==> src/sevseg_pkg.sv <==
// ----------------------------------------------------------------------------
// Seven-segment display driver package
// Segment patterns, register indexes and output constants shared by the
// display driver.
// ----------------------------------------------------------------------------
package sevseg_pkg;

    // Configuration register indexes.
    typedef enum logic [1:0] {
        REG_DWELL_TICKS = 2'd0,
        REG_BLINK_TICKS = 2'd1,
        REG_DP_SLOT     = 2'd2
    } reg_index_t;

    localparam int unsigned REG_WIDTH   = 10;
    localparam int unsigned VALUE_WIDTH = 14;
    localparam int unsigned SEG_WIDTH   = 8;
    localparam int unsigned EN_WIDTH    = 4;

    localparam logic [REG_WIDTH-1:0] DWELL_RESET = 10'd3;
    localparam logic [REG_WIDTH-1:0] BLINK_RESET = 10'd700;
    localparam logic [1:0]           DP_RESET    = 2'd1;

    localparam logic [SEG_WIDTH-1:0] DP_BIT      = 8'h80;
    localparam logic [EN_WIDTH-1:0]  EN_ALL_OFF  = 4'hF;

    // Segment pattern for one decimal digit, segment A in bit 0.
    function automatic logic [6:0] seg_pattern(input logic [3:0] digit);
        logic [6:0] pat;
        case (digit)
            4'd0:    pat = 7'b0111111;
            4'd1:    pat = 7'b0000110;
            4'd2:    pat = 7'b1011011;
            4'd3:    pat = 7'b1001111;
            4'd4:    pat = 7'b1100110;
            4'd5:    pat = 7'b1101101;
            4'd6:    pat = 7'b1111101;
            4'd7:    pat = 7'b0000111;
            4'd8:    pat = 7'b1111111;
            4'd9:    pat = 7'b1101111;
            default: pat = 7'b0000000;
        endcase
        return pat;
    endfunction

endpackage

==> src/seven_segment_mux_display.sv <==
// Pipeline: an accepted item passes the input stage register, then the output
// register. Throughput: one item per cycle unless m_tready stalls the output;
// the scan and blink counters advance once per accepted item and the digit
// split is constant-multiplier logic.
// Reset (rst_n, asynchronous, active low) empties the pipeline, loads the
// register defaults and restarts the scan at the leftmost digit in number mode.
// ----------------------------------------------------------------------------
// Multiplexed seven-segment display driver
// Scans DIGIT_COUNT decimal digits one at a time, or blinks all digits as "0",
// producing one segment/enable item per tick item.
// ----------------------------------------------------------------------------
module seven_segment_mux_display #(
    parameter int unsigned DIGIT_COUNT = 4
) (
    input  logic        clk,
    input  logic        rst_n,

    input  logic        cfg_write_en,
    input  logic [1:0]  cfg_index,
    input  logic [9:0]  cfg_data,

    input  logic        s_tvalid,
    output logic        s_tready,
    input  logic [15:0] s_tdata,   // [13:0] show_value, [15:14] zero
    input  logic        s_tuser,   // [0] blink_mode

    output logic        m_tvalid,
    input  logic        m_tready,
    output logic [15:0] m_tdata    // [7:0] segments, [11:8] digit_enable_n,
                                   // [15:12] zero
);

    localparam int unsigned SLOT_W = (DIGIT_COUNT > 1) ? $clog2(DIGIT_COUNT) : 1;
    localparam logic [SLOT_W-1:0] LAST_SLOT = SLOT_W'(DIGIT_COUNT - 1);
    localparam logic [2:0] LAST_POS = 3'(DIGIT_COUNT - 1);
    localparam logic [13:0] CLAMP_LIMIT = (DIGIT_COUNT == 2) ? 14'd99 :
                                          (DIGIT_COUNT == 3) ? 14'd999 : 14'd9999;

    // Configuration registers.
    logic [9:0] dwell_ticks_reg;
    logic [9:0] blink_ticks_reg;
    logic [1:0] dp_slot_reg;

    // Scan state.
    logic [SLOT_W-1:0] scan_slot_reg,   scan_slot_next;
    logic [9:0]        dwell_count_reg, dwell_count_next;
    logic              blink_phase_on_reg, blink_phase_on_next;
    logic [9:0]        blink_count_reg, blink_count_next;
    logic              last_mode_reg,   last_mode_next;

    // Input stage.
    logic              s1_valid_reg, s1_valid_next;
    logic [13:0]       s1_value_reg;
    logic              s1_blink_reg;
    logic [SLOT_W-1:0] s1_slot_reg;
    logic              s1_phase_reg;

    // Output stage.
    logic              m_valid_reg, m_valid_next;
    logic [7:0]        seg_reg, seg_next;
    logic [3:0]        en_reg,  en_next;

    logic              accept;
    logic              out_ready;
    logic              mode_change;
    logic [SLOT_W-1:0] cur_slot;
    logic [9:0]        cur_dwell;
    logic              cur_phase;
    logic [9:0]        cur_blink;
    logic [9:0]        dwell_period;
    logic [9:0]        blink_period;

    // Digit split signals.
    logic [13:0] value_clamped;
    logic [29:0] prod_div10;
    logic [29:0] prod_div100;
    logic [27:0] prod_div1000;
    logic [9:0]  q1;
    logic [6:0]  q2;
    logic [3:0]  q3;
    logic [3:0]  digits [4];
    logic [2:0]  slot3;
    logic [2:0]  digit_pos;
    logic [3:0]  digit_sel;

    assign out_ready = !m_valid_reg || m_tready;
    assign s_tready  = !s1_valid_reg || out_ready;
    assign accept    = s_tvalid && s_tready;
    assign m_tvalid  = m_valid_reg;
    assign m_tdata   = {4'b0000, en_reg, seg_reg};

    // Configuration writes.
    always_ff @(posedge clk or negedge rst_n)
    begin
        if (!rst_n)
        begin
            dwell_ticks_reg <= sevseg_pkg::DWELL_RESET;
            blink_ticks_reg <= sevseg_pkg::BLINK_RESET;
            dp_slot_reg     <= sevseg_pkg::DP_RESET;
        end
        else if (cfg_write_en)
        begin
            unique case (cfg_index)
                sevseg_pkg::REG_DWELL_TICKS: dwell_ticks_reg <= cfg_data;
                sevseg_pkg::REG_BLINK_TICKS: blink_ticks_reg <= cfg_data;
                sevseg_pkg::REG_DP_SLOT:     dp_slot_reg     <= cfg_data[1:0];
                default:
                begin
                end
            endcase
        end
    end

    // Counter update for the accepted tick. A mode change restarts everything
    // before the item's slot and phase are taken.
    always_comb
    begin
        mode_change  = (s_tuser != last_mode_reg);
        cur_slot     = mode_change ? '0    : scan_slot_reg;
        cur_dwell    = mode_change ? 10'd0 : dwell_count_reg;
        cur_phase    = mode_change ? 1'b1  : blink_phase_on_reg;
        cur_blink    = mode_change ? 10'd0 : blink_count_reg;
        dwell_period = (dwell_ticks_reg == 10'd0) ? 10'd1 : dwell_ticks_reg;
        blink_period = (blink_ticks_reg == 10'd0) ? 10'd1 : blink_ticks_reg;

        scan_slot_next      = cur_slot;
        dwell_count_next    = cur_dwell;
        blink_phase_on_next = cur_phase;
        blink_count_next    = cur_blink;
        last_mode_next      = s_tuser;

        if (s_tuser)
        begin
            if ((11'(cur_blink) + 11'd1) >= 11'(blink_period))
            begin
                blink_count_next    = 10'd0;
                blink_phase_on_next = !cur_phase;
            end
            else
            begin
                blink_count_next = cur_blink + 10'd1;
            end
        end
        else
        begin
            if ((11'(cur_dwell) + 11'd1) >= 11'(dwell_period))
            begin
                dwell_count_next = 10'd0;
                scan_slot_next   = (cur_slot == LAST_SLOT) ? '0 : cur_slot + 1'b1;
            end
            else
            begin
                dwell_count_next = cur_dwell + 10'd1;
            end
        end
    end

    always_ff @(posedge clk or negedge rst_n)
    begin
        if (!rst_n)
        begin
            scan_slot_reg      <= '0;
            dwell_count_reg    <= 10'd0;
            blink_phase_on_reg <= 1'b1;
            blink_count_reg    <= 10'd0;
            last_mode_reg      <= 1'b0;
        end
        else if (accept)
        begin
            scan_slot_reg      <= scan_slot_next;
            dwell_count_reg    <= dwell_count_next;
            blink_phase_on_reg <= blink_phase_on_next;
            blink_count_reg    <= blink_count_next;
            last_mode_reg      <= last_mode_next;
        end
    end

    // Input stage register.
    assign s1_valid_next = accept || (s1_valid_reg && !out_ready);

    always_ff @(posedge clk or negedge rst_n)
    begin
        if (!rst_n)
        begin
            s1_valid_reg <= 1'b0;
        end
        else
        begin
            s1_valid_reg <= s1_valid_next;
        end
    end

    always_ff @(posedge clk)
    begin
        if (accept)
        begin
            s1_value_reg <= s_tdata[13:0];
            s1_blink_reg <= s_tuser;
            s1_slot_reg  <= cur_slot;
            s1_phase_reg <= cur_phase;
        end
    end

    // Decimal split by reciprocal multiplication; exact for values up to 9999.
    always_comb
    begin
        value_clamped = (s1_value_reg > CLAMP_LIMIT) ? CLAMP_LIMIT : s1_value_reg;
        prod_div10    = 30'(value_clamped) * 30'd52429;
        prod_div100   = 30'(value_clamped) * 30'd5243;
        prod_div1000  = 28'(value_clamped) * 28'd16778;
        q1            = prod_div10[28:19];
        q2            = prod_div100[25:19];
        q3            = prod_div1000[27:24];
        digits[0]     = 4'(value_clamped - 14'(q1) * 14'd10);
        digits[1]     = 4'(q1 - 10'(q2) * 10'd10);
        digits[2]     = 4'(q2 - 7'(q3) * 7'd10);
        digits[3]     = q3;

        slot3     = 3'(s1_slot_reg);
        digit_pos = LAST_POS - slot3;
        // Positions above the thousands digit always read as zero.
        digit_sel = digit_pos[2] ? 4'd0 : digits[digit_pos[1:0]];

        if (s1_blink_reg)
        begin
            seg_next = {1'b0, sevseg_pkg::seg_pattern(4'd0)};
            en_next  = s1_phase_reg ? 4'b0000 : sevseg_pkg::EN_ALL_OFF;
        end
        else
        begin
            seg_next = {1'b0, sevseg_pkg::seg_pattern(digit_sel)};
            if (slot3 == {1'b0, dp_slot_reg})
            begin
                seg_next = seg_next | sevseg_pkg::DP_BIT;
            end
            en_next = sevseg_pkg::EN_ALL_OFF;
            if (!slot3[2])
            begin
                en_next[slot3[1:0]] = 1'b0;
            end
        end
    end

    // Output register.
    assign m_valid_next = out_ready ? s1_valid_reg : m_valid_reg;

    always_ff @(posedge clk or negedge rst_n)
    begin
        if (!rst_n)
        begin
            m_valid_reg <= 1'b0;
        end
        else
        begin
            m_valid_reg <= m_valid_next;
        end
    end

    always_ff @(posedge clk)
    begin
        if (out_ready && s1_valid_reg)
        begin
            seg_reg <= seg_next;
            en_reg  <= en_next;
        end
    end

`ifndef SYNTHESIS
    a_slot_in_range: assert property (@(posedge clk) disable iff (!rst_n)
        scan_slot_reg <= LAST_SLOT)
        else $error("scan slot beyond the last digit");

    a_ready_when_empty: assert property (@(posedge clk) disable iff (!rst_n)
        !m_valid_reg |-> s_tready)
        else $error("input stalled while the output register is empty");

    a_stage_moves: assert property (@(posedge clk) disable iff (!rst_n)
        s1_valid_reg && !m_valid_reg |=> m_valid_reg)
        else $error("item did not move into the empty output register");

    a_mode_tracked: assert property (@(posedge clk) disable iff (!rst_n)
        accept |=> last_mode_reg == $past(s_tuser))
        else $error("last mode not updated on an accepted item");
`endif

endmodule
==> config.mk <==
export PLATFORM = sky130hd
export DESIGN_NAME = seven_segment_mux_display
export DESIGN_NICKNAME = d
export VERILOG_FILES = /design/src/sevseg_pkg.sv /design/src/seven_segment_mux_display.sv
export SDC_FILE = /design/constraint.sdc
export NUM_CORES = 1
export LEC_CHECK = 0
export BUFFER_PORTS_ARGS = -buffer_cell sky130_fd_sc_hd__buf_4
export CAP_MARGIN = 5
export CORE_MARGIN = 3
export CORE_UTILIZATION = 48
export DETAILED_ROUTE_END_ITERATION = 8
export PLACE_DENSITY = 0.65
export SKIP_LAST_GASP = 1
export SLEW_MARGIN = 0
export SYNTH_ARGS = -nofsm -noshare
export SYNTH_HDL_FRONTEND = slang
export SYNTH_SLANG_ARGS = --single-unit
==> constraint.sdc <==
create_clock -name clk -period 19.5 [get_ports clk]
set_input_delay 2.925 -clock clk [delete_from_list [all_inputs] [get_ports clk]]
set_output_delay 2.925 -clock clk [all_outputs]
set_load 0.02 [all_outputs]
==> out/summary.txt, run 1 <==
CTS
--------------------------------------------------------------------------------------------------------
Post-CTS Resized ..........................................................................            0
Post-CTS clock slew at the launch and capture registers of the worst setup and hold paths .      0.07 ns
Latest clock arrival within the worst-skew pair ...........................................      0.34 ns
TritonCTS clock tree ......................................................................          yes
Number of CTS-inserted buffers ............................................................            9
Max clock buf depth .......................................................................            2
Postcts setup bufs ........................................................................            0
Root Driver ...............................................................................    clkbuf_16
Total number of H-tree levels .............................................................            3
Count of hold buffers inserted by post-cts repair .........................................            0
Total number of clock tree sinks ..........................................................           78

SYNTHESIS
--------------------------------------------------------------------------------------------------------
Share of Yosys cell area claimed by the top area cell type ................................        24.6%
Synth Area per Inst .......................................................................    9.28 um^2
Sequential cell area fraction in the yosys report .........................................        17.0%
EDFF count, synth .........................................................................           30
Top area cells in the synthesized netlist ................................................. ha_1 (25%), fa_1 (19%), inv_1 (9.3%)
Top-count cell post-synth .................................................................        inv_1
Instance count of the mapped netlist ......................................................         1339
Synth top cells by count .................................................................. inv_1 (307), ha_1 (244), fa_1 (120)
Most frequently used flop master after synthesis ..........................................      dfrtp_1
Cell taking the most area after synthesis .................................................         ha_1
Total of flip-flops plus latches after synthesis ..........................................           78
Async set-reset flop share out of synthesis ...............................................        61.5%
YS warnings ...............................................................................            0
Cell Area, Synth ..........................................................................  0.0124 mm^2
Unique cell type count in the Yosys netlist ...............................................           77

STA
--------------------------------------------------------------------------------------------------------
Count of pins over their slew limit .......................................................            0
Max-slew headroom .........................................................................        34.1%
Clock period minus worst slack ............................................................     10.27 ns
Maximum operating frequency ...............................................................     97.3 MHz
RSZ-0062 raised after global routing ......................................................        false
Hold Fails Final Rpt ......................................................................            0
Period utilization ........................................................................        52.7%
Final setup violation count ...............................................................            0
Post-Route Hold Slack .....................................................................     0.491 ns
Pin slew with the least headroom to its limit .............................................     0.978 ns
Clock skew after layout ...................................................................    0.0113 ns
Fin Setup TNS .............................................................................         0 ns

DIE
--------------------------------------------------------------------------------------------------------
Initial Utilization .......................................................................        49.1%
Die extent in x ...........................................................................       167 um
Die height ................................................................................       167 um
Area of the die ...........................................................................  0.0278 mm^2
Site row count ............................................................................           58
Ports .....................................................................................           52
Area of the core ..........................................................................  0.0253 mm^2

CRITICAL PATH
--------------------------------------------------------------------------------------------------------
Slowest library cell on the worst path ....................................................     edfxtp_1
Endpoint of the most critical register-to-register path ...................................   seg_reg[2]
Worst R2R Setup Slack .....................................................................      9.23 ns
Worst-path fanout max .....................................................................           16
Category of the worst setup path launch point .............................................         flop
CP Launch Point ........................................................................... s1_value_reg[5]
Termination of the worst setup path .......................................................   seg_reg[2]
Largest stage delay, worst path ...........................................................      0.69 ns
Crit path required time ...................................................................     19.56 ns
Startpoint of the lowest-slack register-to-register path .................................. s1_value_reg[5]
Register-to-Register Path Depth ...........................................................           34
Kind of end point of the critical path ....................................................         flop
Worst Path Arrival ........................................................................     10.33 ns
CP Class .................................................................................. flop to flop
Most used cell, CP ........................................................................        inv_1

ROUTE
--------------------------------------------------------------------------------------------------------
Post-DRT Antenna Nets .....................................................................            0
Remaining design rule violation count .....................................................            0
Number of search-and-repair iterations in the first detailed-routing pass .................            5
Detailed router's first-iteration violation count .........................................          488
Number of vias after detailed routing .....................................................         9019
Routed wire length ........................................................................      28.8 mm
Average via count per standard cell .......................................................         5.29
Average wire per standard cell ............................................................      16.9 um

FINAL LAYOUT
--------------------------------------------------------------------------------------------------------
Max FFs per register ......................................................................           14
Area growth syn-to-layout .................................................................        7.82%
Number of nets at the end of the flow .....................................................         1768
Fraction of final layout cells with drive strength greater than 1 .........................        8.00%
# diodes ..................................................................................            0

GLOBAL ROUTE
--------------------------------------------------------------------------------------------------------
Wire length of the first global-routing pass ..............................................      47.7 mm
Overall overflow remaining after global route .............................................            0
Total track usage .........................................................................        21.3%
Pin count of the biggest net entering global routing ......................................           49
Number of antenna violations at the first check in global routing .........................            0
Via count of the first global-routing pass ................................................         9115

PLACEMENT
--------------------------------------------------------------------------------------------------------
Final GP Congestion .......................................................................        0.950
Post-detail-place hpwl ....................................................................      24.2 mm
Count of port buffers added during placement ..............................................           45

RUN
--------------------------------------------------------------------------------------------------------
Max Cap Violations ........................................................................            0

RUN STATUS
--------------------------------------------------------------------------------------------------------
Outcome ................................................................................... finished, final reports clean

WORST HOLD PATH
--------------------------------------------------------------------------------------------------------
Kind of path behind the tightest hold check ............................................... flop to flop

-- worst min-delay path by stage --
stage          endpoint         start  depth (start not counted)
4_1_cts        m_tvalid  s1_valid_reg                          1
2_1_floorplan  m_tvalid  s1_valid_reg                          1
3_5_place_dp   m_tvalid  s1_valid_reg                          1
5_1_grt        m_tvalid  s1_valid_reg                          1
6_report       m_tvalid  s1_valid_reg                          1
3_3_place_gp   m_tvalid  s1_valid_reg                          1
-- cell usage in the layout (no fill, tap or decap), drive strengths merged, types with 11 or more instances in the layout --
master | synthesis | final
a21o | 16 | 16
a21oi | 54 | 54
a22o | 18 | 18
and2 | 13 | 13
and3 | 13 | 13
buf | 11 | 52
clkbuf | 26 | 12
dfrtp | 38 | 38
edfxtp | 30 | 30
fa | 120 | 120
ha | 244 | 244
inv | 310 | 313
mux2 | 14 | 14
nand2 | 63 | 63
nand2b | 15 | 15
nand3 | 21 | 21
nand4 | 12 | 12
nor2 | 56 | 56
nor2b | 11 | 11
nor3 | 19 | 19
o21ai | 47 | 47
xnor2 | 44 | 44
xor2 | 24 | 24
-- critical path, delay by kind of cell (launching register included) --
kind	cells	cell delay, ns
buffers and inverters	6	0.73
DFF	1	0.69
xor gates and xnor gates	5	1.08
adders and majority gates	8	3.55
and+or+nand+nor	8	2.16
AOI/OAI and AO/OA	7	1.75
-- final cells by class --
class | instances | area (um^2)
flip-flops and latches | 78 | 2110
fillers | 2328 | 11900
clock buffers | 12 | 256
repair buffers | 52 | 390
clock inverters | 4 | 51.3
inverters | 310 | 1160
multi-input cells | 919 | 9000
well taps | 330 | 413
-- per-stage QoR --
stage / area (um^2) / instances / setup slack, ns / utilization, %
detailed placement: 13100 / 1689 / 9.24 / 51.7
CTS: 13400 / 1705 / 9.19 / 52.9
finish: 13400 / 1705 / 9.23 / 52.9
global placement: 13100 / 1689 / 9.37 / 51.7
floorplan: 12400 / 1344 / 10.73 / -
global route: 13400 / 1705 / 8.36 / 52.9
-- logic make-up (layout without fill, tap and decap cells) --
logic type | after synthesis | in the layout | share of synthesized area, %
AND/OR/NAND/NOR | 253 | 253 | 10.4
other | 2 | 7 | 0.0605
buffers and inverters | 347 | 378 | 10.7
AO/OA/AOI/OAI | 206 | 206 | 11.1
flip-flops | 78 | 78 | 17.0
XOR/XNOR | 69 | 69 | 4.98
multiplexers | 19 | 19 | 1.70
adder cells (fa/ha/maj) | 365 | 365 | 44.0
-- metal layers --
metal	vias up	global-route usage [%]	part of all wire (%)	routed length [um]
li1	4468	-	-	-
met1	4319	32.2	50	14300
met2	205	33.2	45	12900
met3	27	2.54	4.6	1320
met4	0	3.91	1.2	358
met5	-	0	0	0
Power of run 1 is left out: the tool's default activity adds up to more than one toggle a clock period on the data nets, which glitch-free logic cannot reach.
==> run 2: changes to the inputs <==
Clock period 19.5 ns to 9.65 ns, I/O delays scaled along.
==> out/summary.txt, run 2 (synthesis results as in run 1) <==
RUN STATUS
--------------------------------------------------------------------------------------------------------
Outcome ................................................................................... finished, final reports clean

CTS
--------------------------------------------------------------------------------------------------------
Post-CTS clock slew at the launch and capture registers of the worst setup and hold paths .      0.06 ns
Number of CTS-inserted buffers ............................................................            9
Max clock buf depth .......................................................................            2
Total number of clock tree sinks ..........................................................           78
TritonCTS clock tree ......................................................................          yes
Count of hold buffers inserted by post-cts repair .........................................            0
Root Driver ...............................................................................    clkbuf_16
Total number of H-tree levels .............................................................            3
Latest clock arrival within the worst-skew pair ...........................................      0.33 ns

STA
--------------------------------------------------------------------------------------------------------
Pin slew with the least headroom to its limit .............................................      1.02 ns
Max-slew headroom .........................................................................        31.2%
Final setup violation count ...............................................................            0
Count of pins over their slew limit .......................................................            0
Clock period minus worst slack ............................................................      9.15 ns
Hold Fails Final Rpt ......................................................................            0
Maximum operating frequency ...............................................................      109 MHz
Clock skew after layout ...................................................................   0.00456 ns
Period utilization ........................................................................        94.8%

DIE
--------------------------------------------------------------------------------------------------------
Area of the core ..........................................................................  0.0253 mm^2
Die height ................................................................................       167 um
Area of the die ...........................................................................  0.0278 mm^2
Die extent in x ...........................................................................       167 um
Ports .....................................................................................           52
Site row count ............................................................................           58
Initial Utilization .......................................................................        49.1%

CRITICAL PATH
--------------------------------------------------------------------------------------------------------
Kind of end point of the critical path ....................................................         flop
CP Class .................................................................................. flop to flop
Worst-path fanout max .....................................................................           10
Worst Path Arrival ........................................................................      9.24 ns
Category of the worst setup path launch point .............................................         flop
Slowest library cell on the worst path ....................................................         fa_1
Largest stage delay, worst path ...........................................................      0.54 ns
Crit path required time ...................................................................      9.74 ns
Most used cell, CP ........................................................................        inv_1

FINAL LAYOUT
--------------------------------------------------------------------------------------------------------
# diodes ..................................................................................            0
Area growth syn-to-layout .................................................................        9.37%
Most common library cell in the layout ignoring fill and taps .............................        inv_1
Non-filler cells in the finished layout ...................................................         1729
Fraction of final layout cells with drive strength greater than 1 .........................        9.86%
Number of nets at the end of the flow .....................................................         1792
Core utilization of the finished layout ...................................................        53.6%
Max FFs per register ......................................................................           14
Number of filler instances in the final layout ............................................         2283
Commonest cells after routing, fill and taps aside ........................................ inv_1 (307), ha_1 (243), fa_1 (120), buf_4 (76), nand2_1 (63)
Area taken by multi-input logic gates ..................................................... 0.00902 mm^2
Register area ............................................................................. 0.00211 mm^2

ROUTE
--------------------------------------------------------------------------------------------------------
Average via count per standard cell .......................................................         5.25
Number of search-and-repair iterations in the first detailed-routing pass .................            5
Remaining design rule violation count .....................................................            0
Post-DRT Antenna Nets .....................................................................            0
Routed wire length ........................................................................      29.4 mm
Number of vias after detailed routing .....................................................         9081
Average wire per standard cell ............................................................      17.0 um
Detailed router's first-iteration violation count .........................................          414

GLOBAL ROUTE
--------------------------------------------------------------------------------------------------------
Total track usage .........................................................................        21.7%
Wire length of the first global-routing pass ..............................................      48.7 mm
Number of antenna violations at the first check in global routing .........................            0
Via count of the first global-routing pass ................................................         9447
Pin count of the biggest net entering global routing ......................................           49
Overall overflow remaining after global route .............................................            0

PLACEMENT
--------------------------------------------------------------------------------------------------------
Final GP Congestion .......................................................................        0.935
Number of cells after detailed placement ..................................................         1711
Count of port buffers added during placement ..............................................           45
Post-detail-place hpwl ....................................................................      25.1 mm

WORST HOLD PATH
--------------------------------------------------------------------------------------------------------
Kind of path behind the tightest hold check ............................................... flop to flop

RUN
--------------------------------------------------------------------------------------------------------
Max Cap Violations ........................................................................            0

==> run 2: changes by cell type in the layout (fill, tap and decap cells not counted), sizes merged <==
cell	delta
clkbuf	-2
bufinv	-1
clkinvlp	+1
clkinv	+2
buf	+24
==> run 2: metal layers <==
layer / share of wire (%) / GRT usage (%) / up-vias
met5: 0 / 0 / -
met1: 49 / 31.3 / 4352
met4: 1.9 / 4.77 / 0
li1: - / - / 4519
met3: 4.3 / 2.78 / 33
met2: 45 / 35.0 / 177
==> run 2: worst max-delay path, delay by kind of cell, from the launching register on <==
family | cells | cell delay (ns)
simple gates | 6 | 1.34
fa+ha+maj | 8 | 3.09
xor+xnor | 5 | 0.92
compound gates | 10 | 2.53
flops | 1 | 0.49
buf+inv | 7 | 0.55
==> run 2: cell type report <==
| type | instances | area share (%) |
|---|---|---|
| clock buffers | 10 | 1.84 |
| clock inverters | 6 | 0.368 |
| well taps | 330 | 3.04 |
| multi-input cells | 919 | 66.4 |
| flip-flops and latches | 78 | 15.6 |
| repair buffers | 76 | 4.20 |
| inverters | 310 | 8.56 |
==> run 2: path summary, 6_finish.rpt <==
path                                      start                  to  slack (ns)  depth (start not counted)
min in group asynchronous                 rst_n  dwell_ticks_reg[3]        1.12                          1
worst min-delay path               s1_valid_reg            m_tvalid        0.49                          1
max in group asynchronous                 rst_n  blink_count_reg[0]        8.12                          1
worst max register to register  s1_value_reg[4]          seg_reg[4]        0.50                         36
worst max-delay path            s1_value_reg[4]          seg_reg[4]        0.50                         36
worst min register to register     s1_valid_reg            m_tvalid        0.49                          1
==> run 2: per-stage QoR <==
stage / area [um^2] / hold WS, ns / setup TNS, ns / setup WS (ns)
floorplan: 12400 / 0.449 / 0 / 0.883
global placement: 13300 / 0.470 / 0 / 0.500
detailed placement: 13300 / 0.493 / 0 / 0.324
CTS: 13600 / 0.500 / 0 / 0.293
global route: 13600 / 0.512 / -0.0137 / -0.0111
finish: 13600 / 0.492 / 0 / 0.498
==> run 2: repair_timing <==
| action | CTS | global route |
|---|---|---|
| setup buffers | 0 | 2 |
| endpoints found under the setup margin | 0 | 7 |
| resized for setup | 0 | 4 |
Power of run 2 is left out for the same reason.
